--- src/sv/bfc_pkg.sv ---
// Shared constants, codes and types of the button feedback controller.
`timescale 1ns / 1ps

package bfc_pkg;

    // Default parameter values
    localparam int BFC_BUTTON_COUNT      = 4;
    localparam int BFC_TOGGLE_LOCKOUT_MS = 1000;

    // Fixed widths
    localparam int BTN_MAX   = 4;
    localparam int TIMER_W   = 13;
    localparam int HOLD_W    = 8;
    localparam int OP_W      = 2;
    localparam int CFG_IDX_W = 3;
    localparam int CFG_DAT_W = 8;
    localparam int BTN_IDX_W = 2;

    // One hold unit is 20 ticks of 1 ms
    localparam logic [TIMER_W-1:0] HOLD_UNIT_MS = TIMER_W'(20);

    // Operation codes
    localparam logic [OP_W-1:0] OP_TICK  = 2'd0;
    localparam logic [OP_W-1:0] OP_SET   = 2'd1;
    localparam logic [OP_W-1:0] OP_CLEAR = 2'd2;

    // Register indexes
    localparam logic [CFG_IDX_W-1:0] REG_EMERGENCY   = 3'd0;
    localparam logic [CFG_IDX_W-1:0] REG_HOLD_FIRST  = 3'd1;
    localparam logic [CFG_IDX_W-1:0] REG_HOLD_SECOND = 3'd2;
    localparam logic [CFG_IDX_W-1:0] REG_HOLD_THIRD  = 3'd3;
    localparam logic [CFG_IDX_W-1:0] REG_HOLD_FOURTH = 3'd4;
    localparam logic [CFG_IDX_W-1:0] REG_SEND_ENABLE = 3'd5;

    // Per-button control from the top level
    typedef struct packed {
        logic step;      // word advances this cycle
        logic tick;      // operation is a tick
        logic set;       // set-emergency command
        logic clr;       // clear-emergency command
        logic press;     // press edge of this button
        logic is_emerg;  // this button is the emergency button
    } lane_ctl_t;

    // Per-button result of one word
    typedef struct packed {
        logic fb;        // feedback bit after this word
        logic req;       // bit change requests a message
        logic emerg;     // emergency press seen
    } lane_res_t;

endpackage

--- src/sv/bfc_if.sv ---
// Channel interfaces: input words, result words and register writes.
`timescale 1ns / 1ps

interface bfc_in_if;
    logic       valid;
    logic       ready;
    logic [1:0] operation;
    logic [3:0] pressed_mask;

    modport source (output valid, output operation, output pressed_mask, input ready);
    modport sink   (input valid, input operation, input pressed_mask, output ready);
endinterface

interface bfc_out_if;
    logic       valid;
    logic       ready;
    logic       send_valid;
    logic [3:0] feedback_nibble;
    logic       emergency_pressed;

    modport source (output valid, output send_valid, output feedback_nibble,
                    output emergency_pressed, input ready);
    modport sink   (input valid, input send_valid, input feedback_nibble,
                    input emergency_pressed, output ready);
endinterface

interface bfc_cfg_if;
    logic       valid;
    logic       ready;
    logic [2:0] index;
    logic [7:0] data;

    modport source (output valid, output index, output data, input ready);
    modport sink   (input valid, input index, input data, output ready);
endinterface

--- src/sv/bfc_lane.sv ---
// One button: hold / lockout timer and next feedback bit.
`timescale 1ns / 1ps

module bfc_lane
    import bfc_pkg::*;
#(
    parameter int LOCKOUT_MS = BFC_TOGGLE_LOCKOUT_MS
)
(
    input  logic              clk,
    input  logic              rst_n,
    input  lane_ctl_t         ctl,
    input  logic [HOLD_W-1:0] hold_time,
    input  logic              fb_cur,
    output lane_res_t         res
);

    localparam logic [TIMER_W-1:0] LOCKOUT = TIMER_W'(LOCKOUT_MS);

    logic [TIMER_W-1:0] timer_reg;
    logic [TIMER_W-1:0] timer_next;
    logic [TIMER_W-1:0] hold_ticks;
    logic               is_push;
    logic               loaded;

    assign is_push    = (hold_time != '0);
    // hold * 20 stays below 2^13
    assign hold_ticks = TIMER_W'({{(TIMER_W-HOLD_W){1'b0}}, hold_time} * HOLD_UNIT_MS);

    // Presses, then countdown of a timer not reloaded; set or clear
    always_comb
    begin
        timer_next = timer_reg;
        res        = '{fb: fb_cur, req: 1'b0, emerg: 1'b0};
        loaded     = 1'b0;
        if (ctl.tick)
        begin
            if (ctl.press)
            begin
                if (ctl.is_emerg)
                begin
                    res.emerg = 1'b1;
                end
                else if (is_push)
                begin
                    if (timer_reg == '0)
                    begin
                        res.fb  = 1'b1;
                        res.req = 1'b1;
                    end
                    timer_next = hold_ticks;
                    loaded     = 1'b1;
                end
                else if (timer_reg == '0)
                begin
                    res.fb     = ~fb_cur;
                    res.req    = 1'b1;
                    timer_next = LOCKOUT;
                    loaded     = 1'b1;
                end
            end
            if (!loaded && timer_reg != '0)
            begin
                timer_next = timer_reg - TIMER_W'(1);
                if (timer_next == '0 && is_push)
                begin
                    res.fb  = 1'b0;
                    res.req = 1'b1;
                end
            end
        end
        else if (ctl.set && ctl.is_emerg)
        begin
            res.fb     = 1'b1;
            res.req    = 1'b1;
            timer_next = hold_ticks;
        end
        else if (ctl.clr && ctl.is_emerg)
        begin
            res.fb  = 1'b0;
            res.req = 1'b1;
        end
    end

    // Timer register, zero means stopped
    always_ff @(posedge clk or negedge rst_n)
    begin
        if (!rst_n)
        begin
            timer_reg <= '0;
        end
        else if (ctl.step)
        begin
            timer_reg <= timer_next;
        end
    end

endmodule

--- src/sv/button_feedback_controller_top.sv ---
// Top level of the button feedback controller.
// Path: an accepted input word passes the input register, then the result register.
// Throughput: one word per cycle without result stalls; input and result registers
//   both advance together, so the stall of the result side reaches the input side.
// Reset: rst_n clears feedback bits, timers, pending request and both stages;
//   emergency button 0, hold times 0, sending enabled.
`timescale 1ns / 1ps

module button_feedback_controller_top
    import bfc_pkg::*;
#(
    parameter int BUTTON_COUNT      = BFC_BUTTON_COUNT,
    parameter int TOGGLE_LOCKOUT_MS = BFC_TOGGLE_LOCKOUT_MS
)
(
    input  logic       clk,
    input  logic       rst_n,
    bfc_cfg_if.sink    cfg,
    bfc_in_if.sink     req,
    bfc_out_if.source  rsp
);

    // Configuration registers
    logic [BTN_IDX_W-1:0] emerg_btn_reg;
    logic [HOLD_W-1:0]    hold_reg [BTN_MAX];
    logic                 send_en_reg;

    // Input stage
    logic                 in_valid_reg;
    logic [OP_W-1:0]      op_reg;
    logic [BTN_MAX-1:0]   mask_reg;

    // Result stage
    logic                 out_valid_reg;
    logic                 sent_reg;
    logic [BTN_MAX-1:0]   nibble_reg;
    logic                 emerg_reg;

    // Block state
    logic [BTN_MAX-1:0]   fb_reg;
    logic [BTN_MAX-1:0]   fb_next;
    logic                 pending_reg;
    logic                 pending_next;
    logic                 sent_next;
    logic                 any_req;
    logic                 any_emerg;
    logic [BTN_MAX-1:0]   lane_req;
    logic [BTN_MAX-1:0]   lane_emerg;
    logic                 advance;
    logic                 is_tick;

    assign cfg.ready = 1'b1;
    assign advance   = in_valid_reg && (!out_valid_reg || rsp.ready);
    assign req.ready = !in_valid_reg || advance;
    assign is_tick   = (op_reg == OP_TICK);

    // Register writes
    always_ff @(posedge clk or negedge rst_n)
    begin
        if (!rst_n)
        begin
            emerg_btn_reg <= '0;
            for (int i = 0; i < BTN_MAX; i++)
            begin
                hold_reg[i] <= '0;
            end
            send_en_reg <= 1'b1;
        end
        else if (cfg.valid)
        begin
            case (cfg.index)
                REG_EMERGENCY:   emerg_btn_reg <= cfg.data[BTN_IDX_W-1:0];
                REG_HOLD_FIRST:  hold_reg[0]   <= cfg.data;
                REG_HOLD_SECOND: hold_reg[1]   <= cfg.data;
                REG_HOLD_THIRD:  hold_reg[2]   <= cfg.data;
                REG_HOLD_FOURTH: hold_reg[3]   <= cfg.data;
                REG_SEND_ENABLE: send_en_reg   <= cfg.data[0];
                default:         ;
            endcase
        end
    end

    // Button lanes; buttons beyond the count keep their bit and do nothing
    for (genvar g = 0; g < BTN_MAX; g++)
    begin : g_lane
        if (g < BUTTON_COUNT)
        begin : g_on
            lane_ctl_t ctl;
            lane_res_t res;

            assign ctl = '{step:     advance,
                           tick:     is_tick,
                           set:      (op_reg == OP_SET),
                           clr:      (op_reg == OP_CLEAR),
                           press:    mask_reg[g],
                           is_emerg: (emerg_btn_reg == BTN_IDX_W'(g))};

            bfc_lane #(
                .LOCKOUT_MS (TOGGLE_LOCKOUT_MS)
            ) u_lane (
                .clk       (clk),
                .rst_n     (rst_n),
                .ctl       (ctl),
                .hold_time (hold_reg[g]),
                .fb_cur    (fb_reg[g]),
                .res       (res)
            );

            assign fb_next[g]    = res.fb;
            assign lane_req[g]   = res.req;
            assign lane_emerg[g] = res.emerg;
        end
        else
        begin : g_off
            assign fb_next[g]    = fb_reg[g];
            assign lane_req[g]   = 1'b0;
            assign lane_emerg[g] = 1'b0;
        end
    end

    // Message request and send decision
    assign any_req   = |lane_req;
    assign any_emerg = |lane_emerg;

    always_comb
    begin
        sent_next    = 1'b0;
        pending_next = pending_reg | any_req;
        if (is_tick && pending_next && send_en_reg)
        begin
            sent_next    = 1'b1;
            pending_next = 1'b0;
        end
    end

    // Control and state registers
    always_ff @(posedge clk or negedge rst_n)
    begin
        if (!rst_n)
        begin
            in_valid_reg  <= 1'b0;
            out_valid_reg <= 1'b0;
            fb_reg        <= '0;
            pending_reg   <= 1'b0;
        end
        else
        begin
            if (req.ready)
            begin
                in_valid_reg <= req.valid;
            end
            if (advance)
            begin
                out_valid_reg <= 1'b1;
                fb_reg        <= fb_next;
                pending_reg   <= pending_next;
            end
            else if (rsp.ready)
            begin
                out_valid_reg <= 1'b0;
            end
        end
    end

    // Payload registers
    always_ff @(posedge clk)
    begin
        if (req.valid && req.ready)
        begin
            op_reg   <= req.operation;
            mask_reg <= req.pressed_mask;
        end
        if (advance)
        begin
            sent_reg   <= sent_next;
            nibble_reg <= fb_next;
            emerg_reg  <= is_tick && any_emerg;
        end
    end

    assign rsp.valid             = out_valid_reg;
    assign rsp.send_valid        = sent_reg;
    assign rsp.feedback_nibble   = nibble_reg;
    assign rsp.emergency_pressed = emerg_reg;

endmodule

--- src/flat_wrapper.sv ---
// flat-port wrapper written by rule: the top's interface ports become plain ports
module button_feedback_controller_top_flat import bfc_pkg::*;
#(
    parameter int BUTTON_COUNT      = BFC_BUTTON_COUNT,
    parameter int TOGGLE_LOCKOUT_MS = BFC_TOGGLE_LOCKOUT_MS
)
  (clk, rst_n, cfg_valid, cfg_index, cfg_data, cfg_ready, req_valid, req_operation, req_pressed_mask, req_ready, rsp_valid, rsp_send_valid, rsp_feedback_nibble, rsp_emergency_pressed, rsp_ready);
  bfc_cfg_if cfg_i ();
  bfc_in_if req_i ();
  bfc_out_if rsp_i ();
  input  logic clk;
  input  logic rst_n;
  input wire logic [$bits(cfg_i.valid)-1:0] cfg_valid;
  input wire logic [$bits(cfg_i.index)-1:0] cfg_index;
  input wire logic [$bits(cfg_i.data)-1:0] cfg_data;
  output wire logic [$bits(cfg_i.ready)-1:0] cfg_ready;
  input wire logic [$bits(req_i.valid)-1:0] req_valid;
  input wire logic [$bits(req_i.operation)-1:0] req_operation;
  input wire logic [$bits(req_i.pressed_mask)-1:0] req_pressed_mask;
  output wire logic [$bits(req_i.ready)-1:0] req_ready;
  output wire logic [$bits(rsp_i.valid)-1:0] rsp_valid;
  output wire logic [$bits(rsp_i.send_valid)-1:0] rsp_send_valid;
  output wire logic [$bits(rsp_i.feedback_nibble)-1:0] rsp_feedback_nibble;
  output wire logic [$bits(rsp_i.emergency_pressed)-1:0] rsp_emergency_pressed;
  input wire logic [$bits(rsp_i.ready)-1:0] rsp_ready;
  assign cfg_i.valid = cfg_valid;
  assign cfg_i.index = cfg_index;
  assign cfg_i.data = cfg_data;
  assign cfg_ready = cfg_i.ready;
  assign req_i.valid = req_valid;
  assign req_i.operation = req_operation;
  assign req_i.pressed_mask = req_pressed_mask;
  assign req_ready = req_i.ready;
  assign rsp_valid = rsp_i.valid;
  assign rsp_send_valid = rsp_i.send_valid;
  assign rsp_feedback_nibble = rsp_i.feedback_nibble;
  assign rsp_emergency_pressed = rsp_i.emergency_pressed;
  assign rsp_i.ready = rsp_ready;
  button_feedback_controller_top #(.BUTTON_COUNT(BUTTON_COUNT), .TOGGLE_LOCKOUT_MS(TOGGLE_LOCKOUT_MS)) u_core (.clk(clk), .rst_n(rst_n), .cfg(cfg_i), .req(req_i), .rsp(rsp_i));
endmodule
--- config.mk ---
export PLATFORM = sky130hd
export DESIGN_NAME = button_feedback_controller_top_flat
export DESIGN_NICKNAME = d
export VERILOG_FILES = /design/src/sv/bfc_pkg.sv /design/src/sv/bfc_if.sv /design/src/sv/bfc_lane.sv /design/src/sv/button_feedback_controller_top.sv /design/src/flat_wrapper.sv
export SDC_FILE = /design/constraint.sdc
export NUM_CORES = 1
export LEC_CHECK = 0
export CORE_MARGIN = 2
export CORE_UTILIZATION = 50
export DETAILED_ROUTE_END_ITERATION = 10
export DONT_BUFFER_PORTS = 1
export PLACE_DENSITY = 0.71
export SYNTH_ARGS = -nofsm -noshare
export SYNTH_HDL_FRONTEND = slang
export SYNTH_SLANG_ARGS = --single-unit
--- constraint.sdc ---
create_clock -name clk -period 3.1 [get_ports clk]
set_input_delay 0.31 -clock clk [delete_from_list [all_inputs] [get_ports clk]]
set_output_delay 0.31 -clock clk [all_outputs]
set_load 0.05 [all_outputs]
==> run_results.csv, run 1 <==
group,metric,value,unit
synth,yosysMostFrequentCell,"dfrtp_1",
timing,rsz0062_at_grt,"no",
floorplanning,die_area,16600,um2
drt,vias,6726,
synth,syn_nets,953,
synth,ys_seq_area_frac,0.348,
critical_path,cp_max_fo,8,
final_layout,final_util,0.548,
timing,min_period_over_period,0.923,
floorplanning,core_area,15200,um2
clock_network,clock_latency,370,ps
drt,viasPerCell,6.39,
clock_network,clk_path_buf_depth,2,
synth,syn_inst,863,
placement,place_inst,1034,
critical_path,crit_chain,"inv_1, ha_1, or4b_1, or3b_1, ha_1, a21oi_1, o21ai_0, a21oi_1, a211oi_1",
synth,ys_seq_elements,106,
power,leakage,3.39,nW
critical_path,critPathLaunchType,"flop",
power,peakVddDrop,0.405,mV
synth,yosys.area.top_type_share,0.298,
drt,drc,0,
synth,yosys.area_share.simple,0.190,
final_layout,final_nets,949,
critical_path,crit_path_end_kind,"flop",
floorplanning,chipHeight,129,um
run_status,status,"completed",
drt,antenna_left,0,
drt,wl_met3,1190,um
power,p_sw,0.00273,W
synth,synthTopCellsByCount,"dfrtp_1 (93), o21ai_0 (78), a21oi_1 (73), nor2_1 (69), ha_1 (64)",
placement,port_buffers,0,
floorplanning,row_count,45,
drt,dr.pass1.iters,5,
clock_network,cts_resized,0,
clock_network,clk_pin_slew_worst_paths,80,ps
critical_path,critical_path_class,"reg2reg",
power,internal-power,0.00369,W
timing,slew_viol_final,0,
timing,setup_viol,0,
synth,synth_top_cell_by_area,"dfrtp_1",
flow_run,drv_cap,0,
clock_network,postCtsSetupBuffers,0,
timing,fin_setup_tns,0,ps
floorplanning,die_x,129,um
placement,hpwl,13800,um
drt,met2_length,8640,um
synth,synth_edf_count,12,
timing,fmaxAchievable,0.350,GHz
synth,synth-compound-area-share,0.227,
timing,relSlewSlack,0.277,
synth,synth_top_family_by_area,"compound AO/OA/AOI/OAI gates",
power,p_sw_frac,0.426,
final_layout,largest_reg_flops,52,
grt,antenna_found_initial,0,
synth,synth_area_per_cell,9.04,um2
final_layout,fin_cells,1052,
drt,first_iter_violations,739,
drt,wl_met1,9200,um
critical_path,cp.arrival,2970,ps
hold_path,hp-class,"in2reg",
timing,hold_viol,0,
clock_network,cts_sinks,106,
synth,netlist_top_cells_area,"dfrtp_1 (30%), ha_1 (10%), mux2_2 (5.1%)",
clock_network,cts.htree.levels,3,
drt,wl_per_cell,18.3,um
clock_network,root_buffer,"clkbuf_16",
timing,worst_pin_slew,1080,ps
clock_network,cts_tree,"yes",
grt,grt_max_degree,95,
final_layout,antenna_cells,0,
synth,async_reset_ff_frac,0.887,
final_layout,area_growth,6.77,%
power,power.clock.fraction,0.176,
final_layout,ff_latch_area,2710,um2
floorplanning,initial_core_util,0.513,
grt,grt_usage,0.240,
critical_path,cp.required,3210,ps
timing,period_minus_slack,2860,ps
critical_path,crit_buf_inv,1,
synth,synthMuxAreaShare,0.0534,
synth,synthXorXnorAreaFrac,0.0270,
synth,yosys.area_share.adder,0.116,
synth,syn_area,7800,um2
critical_path,crit_family,"simple AND/OR/NAND/NOR gates",
power,combPwrFrac,0.435,
grt,grt_pass1_vias,6206,
floorplanning,ioPinCount,31,
synth,ys_warn_count,0,
timing,fin_skew,7.95,ps
grt,overflow,0,
grt,grt_pass1_wl,31600,um
final_layout,layout-drive-gt1-share,0.112,
final_layout,fillers,1420,
critical_path,max_stage_delay,570,ps
final_layout,multi_input_area,4780,um2
power,seqPwrFrac,0.389,
drt,top_layer,"met4",
power,power.density,771,nW/um2
synth,synth_cell_types,75,
drt,totalWireLength,19200,um
clock_network,cts_buffers,9,
placement,place.gp.congestion,0.891,
synth,ys.flop_type,"dfrtp_1",
critical_path,cp_slowest_cell,"or3b_1",
## layer usage
metal | vias up | GRT usage
met5 | - | 0
met4 | 0 | 0.0448
met3 | 17 | 0.0545
met2 | 226 | 0.372
met1 | 3245 | 0.347
li1 | 3238 | -
## power by group through the flow
stage,clock [W],sequential [W],combinational [W]
6_report,0.00113,0.00250,0.00279
5_1_grt,0.00121,0.00258,0.00317
4_1_cts,0.00116,0.00248,0.00278
3_5_place_dp,0,0.00250,0.00273
3_3_place_gp,0,0.00249,0.00268
2_1_floorplan,0,0.00227,0.00228
## area by class of cell
cell class | instances | area share
multi-input cells | 686 | 0.574
flip-flops and latches | 106 | 0.326
well taps | 188 | 0.0283
clock buffers | 9 | 0.0271
repair buffers | 22 | 0.0225
inverters | 34 | 0.0153
clock inverters | 7 | 0.00721
## cells by family after synthesis
kind of cell	after synthesis
AO/OA/AOI/OAI	276
XOR/XNOR	24
adder cells (fa/ha/maj)	70
buffers and inverters	71
flip-flops	106
multiplexers	36
other	1
AND/OR/NAND/NOR	279
## final timing paths
kind / from / endpoint / slack, ps / depth (start not counted)
hold reg to reg: u_core.in_valid_reg / u_core.rsp.valid / 500 / 1
setup reg to reg: u_core.g_lane[1].g_on.u_lane.timer_reg[1] / u_core.rsp.feedback_nibble[1] / 240 / 9
max in group asynchronous: rst_n / u_core.g_lane[3].g_on.u_lane.timer_reg[0] / 2190 / 2
setup / recovery: u_core.g_lane[1].g_on.u_lane.timer_reg[1] / u_core.rsp.feedback_nibble[1] / 240 / 9
min in group asynchronous: rst_n / u_core.g_lane[1].g_on.u_lane.timer_reg[9] / 480 / 2
hold / removal: req_pressed_mask[2] / u_core.mask_reg[2] / 40 / 0
## cell usage in the layout (no fill, tap or decap), drive strengths merged, types with 8 or more instances in the layout
cell type  netlist  layout
a211oi           8       8
a21o            13      13
a21oi           73      73
a31oi            8       8
and2            11      11
buf              9      21
clkbuf          28       9
dfrtp           93      93
edfxtp          12      12
ha              64      64
inv             34      38
mux2            35      35
nand2           53      53
nand2b          10      10
nand3           20      20
nand4           10      10
nor2            69      69
nor3            23      23
nor4            27      27
o21ai           83      83
o21bai           8       8
o22a             9       9
o22ai           17      17
or4             11      11
xnor2           18      18
## timing repair
item                                   CTS  global route
hold buffers                             2             0
endpoints found under the hold margin   94             0
setup endpoints to repair                0             0
## stage by stage
step | total power (W) | hold WS [ps] | setup slack [ps] | cell area (um2)
global route | 0.00696 | 26.4 | 48.7 | 8330
detailed placement | 0.00523 | 18.8 | 302 | 8000
CTS | 0.00642 | 32.2 | 259 | 8330
finish | 0.00642 | 39.0 | 239 | 8330
global placement | 0.00517 | 19.5 | 321 | 8000
floorplan | 0.00455 | 14.4 | 294 | 7800
No activity file was read; power rests on OpenSTA's default activity.
==> inputs of run 2 (changes only) <==
--- a/config.mk
+++ b/config.mk
@@ -5,6 +5,7 @@
 export SDC_FILE = /design/constraint.sdc
 export NUM_CORES = 1
 export LEC_CHECK = 0
+export CORE_ASPECT_RATIO = 1.75
 export CORE_MARGIN = 2
 export CORE_UTILIZATION = 50
 export DETAILED_ROUTE_END_ITERATION = 10
==> run 2 against run 1 <==
  * Critical path depth unchanged
  * Cell count up 0.38%
  * Flip-flop and latch count stayed put
  * First-iteration DRC count is 52% lower
  * Clock power hardly changed
  * Via count rose by 0.40%
  * Largest cell class unchanged
  * Highest routed layer unchanged
==> run_results.csv, run 2 (synthesis gave the netlist of run 1 again) <==
group,metric,value,unit
placement,port_buffers,0,
final_layout,fillers,1428,
power,power.clock.fraction,0.178,
floorplanning,chipHeight,169,um
flow_run,drv_cap,0,
clock_network,cts_tree,"yes",
power,p_sw_frac,0.427,
grt,grt_max_degree,95,
timing,period_minus_slack,2870,ps
critical_path,cp_max_fo,8,
power,combPwrFrac,0.440,
final_layout,final_common_cell,"dfrtp_1",
floorplanning,initial_core_util,0.509,
critical_path,cp.required,3200,ps
hold_path,worstHoldPathCells,0,
timing,layout_setup_ws,226,ps
timing,rsz0062_at_grt,"no",
floorplanning,row_count,60,
final_layout,final_nets,955,
timing,setup_viol,0,
final_layout,area_growth,7.33,%
power,seqPwrFrac,0.382,
clock_network,cts.htree.levels,3,
critical_path,cp.arrival,2970,ps
power,internal-power,0.00373,W
final_layout,layout_common_cells,"dfrtp_1 (93), o21ai_0 (78), a21oi_1 (73), nor2_1 (69), ha_1 (64)",
power,p_sw,0.00278,W
drt,viasPerCell,6.39,
final_layout,antenna_cells,0,
clock_network,cts_hold_buf,2,
clock_network,clock_latency,360,ps
critical_path,crit_path_end_kind,"flop",
clock_network,root_buffer,"clkbuf_16",
power,leakage,3.42,nW
drt,totalWireLength,20200,um
drt,antenna_left,0,
placement,pre_cts_slack,265,ps
drt,first_iter_violations,355,
timing,min_period_over_period,0.927,
grt,antenna_found_initial,0,
drt,vias,6753,
timing,fmaxAchievable,0.348,GHz
floorplanning,die_area,16600,um2
critical_path,r2r_cells,9,
critical_path,cp_slowest_cell,"or4_1",
drt,wl_per_cell,19.1,um
clock_network,clk_pin_slew_worst_paths,80,ps
clock_network,cts_buffers,9,
timing,hold_viol,0,
timing,worst_hold_slack,45.5,ps
critical_path,crit_chain,"or4_1, nor4_2, inv_1, ha_1, o31ai_1, o22ai_1, a22oi_1, a2bb2oi_1, o21ai_0",
final_layout,layout-drive-gt1-share,0.117,
clock_network,postCtsSetupBuffers,0,
floorplanning,die_x,98.4,um
floorplanning,core_area,15300,um2
timing,fin_setup_tns,0,ps
hold_path,hp-start,"req_pressed_mask[2]",
clock_network,cts_sinks,106,
grt,grt_pass1_vias,6672,
critical_path,critPathLaunchType,"flop",
power,peakVddDrop,0.313,mV
drt,dr.pass1.iters,5,
hold_path,min_to,"u_core.mask_reg[2]",
hold_path,hp-class,"in2reg",
timing,worst_pin_slew,1150,ps
critical_path,reg2reg_from,"u_core.g_lane[0].g_on.u_lane.timer_reg[9]",
critical_path,r2r_slack,230,ps
timing,relSlewSlack,0.226,
floorplanning,ioPinCount,31,
timing,fin_skew,13.9,ps
power,power.density,778,nW/um2
placement,place.gp.congestion,0.918,
grt,grt_usage,0.247,
critical_path,max_stage_delay,620,ps
critical_path,rr_endpoint,"u_core.rsp.feedback_nibble[0]",
critical_path,critical_path_class,"reg2reg",
clock_network,clk_path_buf_depth,2,
final_layout,largest_reg_flops,52,
grt,overflow,0,
timing,slew_viol_final,0,
run_status,status,"completed",
final_layout,multi_input_area,4780,um2
final_layout,ff_latch_area,2710,um2
grt,grt_pass1_wl,33200,um
clock_network,cts_resized,0,
drt,drc,0,
placement,hpwl,15200,um
==> run 2: cell types whose count changed in the layout (fill, tap and decap cells not counted) <==
cell        change
buf_4           +6
clkbuf_1        +1
clkbuf_8        +1
clkinv_4        -1
clkinvlp_4      -1
inv_4           -1
inv_6           +2
inv_8           -1
==> run 2: layer usage <==
metal	up-vias	part of all wire	wire length [um]	GRT usage
met5	-	0	0	0
met4	0	0.049	982	0.123
met3	57	0.038	759	0.0325
met2	170	0.52	10500	0.446
met1	3264	0.39	7880	0.283
li1	3262	-	-	-
==> run 2: power groups by stage <==
| stage | Sequential (W) | Clock (W) | Combinational [W] |
|---|---|---|---|
| floorplan | 0.00227 | 0 | 0.00228 |
| global placement | 0.00247 | 0 | 0.00275 |
| detailed placement | 0.00249 | 0 | 0.00280 |
| CTS | 0.00247 | 0.00117 | 0.00286 |
| global route | 0.00256 | 0.00123 | 0.00324 |
| finish | 0.00248 | 0.00116 | 0.00287 |
==> run 2: worst max path at each step <==
stage,startpoint,to,slack [ps],depth (start not counted)
after floorplan,u_core.g_lane[0].g_on.u_lane.timer_reg[8],u_core.rsp.feedback_nibble[0],290,9
after global placement,u_core.g_lane[3].g_on.u_lane.timer_reg[0],u_core.rsp.feedback_nibble[3],340,9
after detailed placement,u_core.g_lane[1].g_on.u_lane.timer_reg[1],u_core.rsp.feedback_nibble[1],270,9
after CTS,u_core.g_lane[1].g_on.u_lane.timer_reg[1],u_core.fb_reg[1],260,10
after global routing,u_core.g_lane[0].g_on.u_lane.timer_reg[9],u_core.rsp.feedback_nibble[0],10,9
final,u_core.g_lane[0].g_on.u_lane.timer_reg[9],u_core.rsp.feedback_nibble[0],230,9
==> run 2: worst max-delay path: cells and delay by family (launching register included) <==
kind / cells / cell delay (ps)
buf+inv: 1 / 100
fa+ha+maj: 1 / 300
compound gates: 5 / 810
flops: 1 / 460
simple gates: 2 / 940
==> run 2: layout make-up <==
type                    instances  area share
clock buffers                  11      0.0290
clock inverters                 5     0.00523
inverters                      34      0.0152
multi-input cells             686       0.571
flip-flops and latches        106       0.324
well taps                     186      0.0278
repair buffers                 28      0.0278
==> run 2: per-stage QoR <==
stage                     utilization  cell area (um2)  total power [W]  instances
after floorplan                     -             7800          0.00455        863
after global placement          0.525             8050          0.00523       1038
after detailed placement        0.525             8050          0.00529       1038
after CTS                       0.546             8370          0.00650       1056
after global routing            0.546             8370          0.00702       1056
final                           0.546             8370          0.00651       1056
